`src/rtl/core/edfs_pkg.sv`:
```
// shared types, constants and helper functions for the edf task scheduler
package edfs_pkg;

	localparam int MAX_TASKS  = 16;
	localparam int GROUPS     = 4;
	localparam int GROUP_SIZE = MAX_TASKS / GROUPS;
	localparam int TASK_W     = 4;
	localparam int TIME_W     = 32;
	localparam int EXEC_W     = 16;
	localparam int JOBS_W     = 8;
	localparam int COUNT_W    = 5;
	localparam int CFG_IDX_W  = 1;
	localparam int CFG_DATA_W = 8;

	localparam logic [COUNT_W-1:0] TASK_COUNT_RST    = 5'd1;
	localparam logic [JOBS_W-1:0]  JOBS_PER_TASK_RST = 8'd2;
	localparam logic [JOBS_W-1:0]  JOBS_MAX          = 8'hFF;

	localparam logic [CFG_IDX_W-1:0] REG_TASK_COUNT    = 1'd0;
	localparam logic [CFG_IDX_W-1:0] REG_JOBS_PER_TASK = 1'd1;

	typedef enum logic {
		OP_LOAD = 1'b0,
		OP_TICK = 1'b1
	} op_t;

	typedef struct packed {
		logic              valid;
		logic [TASK_W-1:0] idx;
		logic [TIME_W-1:0] dl;
	} cand_t;

	typedef struct packed {
		logic capture;
		logic search;
		logic pick;
		logic apply;
	} dp_cmd_t;

	typedef struct packed {
		logic op_load;
	} dp_sts_t;

	// earlier deadline wins, lower index on a tie
	function automatic cand_t cand_min(cand_t a, cand_t b);
		if (a.valid && (!b.valid || a.dl <= b.dl)) begin
			return a;
		end
		return b;
	endfunction

	function automatic logic [TIME_W-1:0] sat_add_time(logic [TIME_W-1:0] a,
		logic [EXEC_W-1:0] b);
		logic [TIME_W:0] s;
		s = (TIME_W+1)'(a) + (TIME_W+1)'(b);
		return s[TIME_W] ? {TIME_W{1'b1}} : s[TIME_W-1:0];
	endfunction

endpackage

```
`src/rtl/core/edfs_ctrl.sv`:
```
// sequencing state machine for the edf task scheduler
module edfs_ctrl (
	input  logic              clk,
	input  logic              arst_n,
	input  logic              in_valid,
	output logic              in_ready,
	output logic              out_valid,
	input  logic              out_ready,
	input  edfs_pkg::dp_sts_t sts,
	output edfs_pkg::dp_cmd_t cmd
);

	typedef enum logic [1:0] {
		ST_IDLE,
		ST_SEARCH,
		ST_PICK,
		ST_APPLY
	} state_t;

	state_t state_q;
	logic   out_valid_q;
	logic   apply_fire;

	assign in_ready   = (state_q == ST_IDLE);
	assign out_valid  = out_valid_q;
	assign apply_fire = (state_q == ST_APPLY) && (!out_valid_q || out_ready);

	always_comb begin
		cmd         = '0;
		cmd.capture = in_valid && (state_q == ST_IDLE);
		cmd.search  = (state_q == ST_SEARCH);
		cmd.pick    = (state_q == ST_PICK);
		cmd.apply   = apply_fire;
	end

	always_ff @(posedge clk or negedge arst_n) begin
		if (!arst_n) begin
			state_q     <= ST_IDLE;
			out_valid_q <= 1'b0;
		end else begin
			if (apply_fire) begin
				out_valid_q <= 1'b1;
			end else if (out_ready) begin
				out_valid_q <= 1'b0;
			end
			case (state_q)
				ST_IDLE: begin
					if (in_valid) begin
						state_q <= ST_SEARCH;
					end
				end
				ST_SEARCH: begin
					state_q <= sts.op_load ? ST_APPLY : ST_PICK;
				end
				ST_PICK: begin
					state_q <= ST_APPLY;
				end
				ST_APPLY: begin
					if (apply_fire) begin
						state_q <= ST_IDLE;
					end
				end
				default: begin
					state_q <= ST_IDLE;
				end
			endcase
		end
	end

	a_apply_needs_room: assert property (@(posedge clk) disable iff (!arst_n)
		cmd.apply |-> (!out_valid_q || out_ready))
		else $error("result written over an untaken one");

	a_rise_from_apply: assert property (@(posedge clk) disable iff (!arst_n)
		$rose(out_valid_q) |-> $past(state_q == ST_APPLY))
		else $error("result shown outside apply");

	a_capture_idle_only: assert property (@(posedge clk) disable iff (!arst_n)
		cmd.capture |=> (state_q == ST_SEARCH))
		else $error("transfer did not start a search");

endmodule

```
`config.mk`:
```
export PLATFORM = sky130hd
export DESIGN_NAME = edfs_ctrl
export DESIGN_NICKNAME = d
export VERILOG_FILES = /design/src/rtl/core/edfs_pkg.sv /design/src/rtl/core/edfs_ctrl.sv
export SDC_FILE = /design/constraint.sdc
export NUM_CORES = 1
export LEC_CHECK = 0
export BUFFER_PORTS_ARGS = -buffer_cell sky130_fd_sc_hd__buf_2
export CORE_AREA = 3 3 40 42
export DETAILED_ROUTE_END_ITERATION = 8
export DIE_AREA = 0 0 43 45
export PLACE_DENSITY = 0.41
export SETUP_SLACK_MARGIN = 0.1
export SLEW_MARGIN = 20
export SYNTH_ARGS = -nofsm -noshare
export SYNTH_HDL_FRONTEND = slang
export SYNTH_SLANG_ARGS = --single-unit
```
`constraint.sdc`:
```
create_clock -name clk -period 2.8 [get_ports clk]
set_input_delay 0.28 -clock clk [delete_from_list [all_inputs] [get_ports clk]]
set_output_delay 0.28 -clock clk [all_outputs]
set_load 0.005 [all_outputs]
```
# After elaboration in Yosys (flattened, before gate mapping)
# Cells that the tools add are included.
# classes
n_mux	6
eq_ne	5
reduce_logical	7
# ops
operator	n
$pmux 2 s4	1
$eq 2x2->1 const B	2
$mux 2	2
$ne 2x2->1 const B	2
$mux 1	3
$eq 2x1->1 const B	1
$logic_and 1x1->1	2
$logic_not 2->1	1
$reduce_and 2->1	1
$reduce_bool 2->1	1
$logic_not 1->1	1
$logic_or 1x1->1	1
# totals
register_bits	3
inputBits	5
output_inout_bits	6

# Longest topological paths before layout
# logic_depth
ltp_word	5
depth_mapped	5

# Worst setup path after synthesis
# No wires, ideal clock.
# synth_timing
path_kind	flip-flop to flip-flop
from	register state_q[0]
to	register state_q[1]
path_slack_ns	1.487
arrival_time_ns	1.188
path_buffers	0
stages_incl_launch_ff	6
period_less_slack_ns	1.313
path_cell_list	dfrtp_1 > inv_1 > ha_1 > inv_2 > o21ai_2 > mux2_4
# synth_between
elab_cells_between_ends	9
cone_classes	eq/ne (5); mux (1); reduce/logical (3)
# synth_rtl
item	line	rtl
start: declaration	edfs_ctrl.sv:20	state_t state_q;
start signal: assignment	edfs_ctrl.sv:53	state_q <= sts.op_load ? ST_APPLY : ST_PICK;
$logic_not 2->1 (*)	-	
via in_ready	edfs_ctrl.sv:6	output logic in_ready,
$ne 2x2->1 (no source line)	-	
$reduce_and 2->1 (no source line)	-	
# Mark *: on every way through the listed nets, which the timed path passes. The rest lies on a longest branch.
# A chain may end at the register's enable or synchronous reset.

==> reports/results.tsv <==
metric	value	unit
Critical path buffers and inverters	2	
Cell Pwr Density	1090	nW/um2
largest family of logic cells by synthesized area	simple AND/OR/NAND/NOR gates	
htree depth	1	
Worst Max-Slew Pin Slew	0.184	ns
final hold viol count	0	
post-synthesis compound-gate area fraction	10.6	%
CP Data Required Time	2.52	ns
Slew Limit Fails	0	
Setup violations, final	0	
RSZ-0062 raised after global routing	no	
buffer count from post-CTS setup fixing	0	
all-layer global routing usage	7.24	%
minimum clock period	1.54	ns
worst slack, placed	1.39	ns
worst hold stages	3	
Max Freq	649	MHz
multiplexer share of the synthesized area	6.35	%
crit path kind	reg -> out	
Layout Nets	46	
Cell Chain, Critical Path	inv_1 -> ha_1 -> and2_1 -> buf_2	
CTS tree	yes	
Initial DRC Count	2	
Pre-Repair DR Iteration Count	2	
Clock Skew	0.000400	ns
antenna cell count	0	
Synth Area in XOR/XNOR	0	%
Overall Power	0.000363	W
Via Count	195	
Std-Cell Rows	13	
vias in the first global route	220	
Synth Area in Adders	21.2	%
status	finished clean	
max cap viols	0	
antenna-violating nets left	0	
grt ovf	0	
worst r2r dst	state_q[1]	
register bit total from synthesis	3	
slowest stage cell, crit path	dfrtp_1	
most common cell after layout, fill and taps aside	buf_2	
switch share	37.9	%
Syn Nets	31	
worst-case clock buffer depth	2	
register area share after synthesis	31.7	%
post-route cell area	334	um2
Clock power frac	20.5	%
Slew HR	87.7	%
largest net degree at the start of global routing	6	
final setup margin	1.26	ns
TNS Setup	0	ns
final WL	504	um
syn avg cell area	10.7	um2
Gate power share	52.2	%
Routability Congestion	0.614	
clock sink count	3	
CP startpoint kind	register	
Flop pwr share	27.2	%
share of layout cells above drive strength 1	47.2	%
simple logic cell fraction of the synthesized area	22.2	%
CTS Root Cell	clkbuf_4	
number of antenna violations at the first check in global routing	0	
CP top delay family	flip-flops	
Critical Path End	cmd[3]	
HP Start	out_ready	
peak supply drop	367	uV
Detail Placement HPWL	400	um
Syn. warnings	0	
P_leak	0.194	nW
cells after synthesis	22	
Pint	0.000226	W
most frequent cells in the layout	10 x buf_2, 4 x ha_1, 3 x clkbuf_4, 3 x dfrtp_1	
Die Footprint	1940	um2
Min-Delay Path Class	in -> reg	
critical path peak fanout	5	
final core occ	26.0	%
CTS buffer count	3	
CP Capture Type	output pin	
first-pass GRT wire length	952	um
Sw Pwr	0.000138	W
io pins	11	
Clk Latency, worst-skew pair	0.23	ns
Syn Std Cell Area	236	um2
Cell variety after synth	14	
Vias/cell	3.82	
crit path DAT	1.26	ns
Worst Setup SP	state_q[0]	
FF-to-FF setup slack	1.39	ns
clk slew on worst S/H paths	0.04	ns
reg2reg start	state_q[0]	
Area Growth Syn to Fin	41.3	%
DIE WIDTH	43	um
WP depth	4	
critical path's largest stage delay	0.42	ns
dpl cell area	298	um2
Die Height	45	um
r2r worst-path depth	5	
period utilization	55.1	%
Residual DRC	0	
number of buffers added on ports	10	
Core Area	1280	um2
Initial Util	18.4	%
Avg WL per Cell	9.88	um
-- what timing repair did --
item,in CTS,in global routing
hold endpoints to repair,3,0
gates resized for setup,0,0
hold buffers,1,0
-- sequential cells by signal, summed over array words and instances (netlist names) --
name and flops:
state_q 2, out_valid 1
-- power groups by stage --
stage                     Sequential, W   Clock, W  Combinational, W
after floorplan               0.0000928          0          0.000139
after global placement        0.0000981          0          0.000183
after detailed placement       0.000100          0          0.000192
after CTS                      0.000100  0.0000781          0.000197
after global routing           0.000104  0.0000835          0.000222
final                         0.0000990  0.0000746          0.000190
-- worst min-delay path by stage --
stage / endpoint / slack [ns]
after detailed placement: out_valid / 0.08
final: out_valid / 0.35
after global placement: out_valid / 0.08
after CTS: out_valid / 0.35
after global routing: out_valid / 0.38
after floorplan: out_valid / -0.02
-- Yosys cell counts --
library cell	instances	share of area, %
nand2b_1	2	5.3
and2_1	2	5.3
o2bb2a_1	1	4.2
inv_2	1	1.6
mux2_4	1	6.3
o21ai_2	1	3.7
a31oi_1	1	2.6
ha_1	4	21
nand3b_4	1	8.5
nand2_1	1	1.6
buf_4	1	3.2
nor2_1	1	1.6
inv_1	2	3.2
dfrtp_1	3	32
-- layout make-up --
cell class	count	area (um2)
sequential	3	75.1
inverter	3	11.3
clock buffer	4	26.3
multi-input combinational	15	143
tap	15	18.8
timing repair buffer	11	60.1
fill	141	951
-- worst min-delay path, stage by stage --
cell and delay (ns):
buf_2 0.09, nand2b_1 0.11, nand2b_1 0.06
-- logic make-up after synthesis --
family | count (synthesis)
simple gates | 7
buf+inv | 4
fa+ha+maj | 4
compound gates | 3
flops | 3
mux | 1
-- routing by layer --
layer / global-route usage, % / share of wire [%] / up-vias
met1: 7.71 / 42 / 86
met4: 5.42 / 0 / 0
met5: 0 / 0 / -
met2: 9.88 / 45 / 12
li1: - / - / 97
met3: 5.18 / 12 / 0
-- stage by stage --
stage,instances,hold WS (ns)
finish,51,0.352
global route,51,0.379
CTS,51,0.347
detailed placement,46,0.0785
global placement,46,0.0779
floorplan,22,-0.0156
Note: power is estimated with default switching activity, not from simulation.
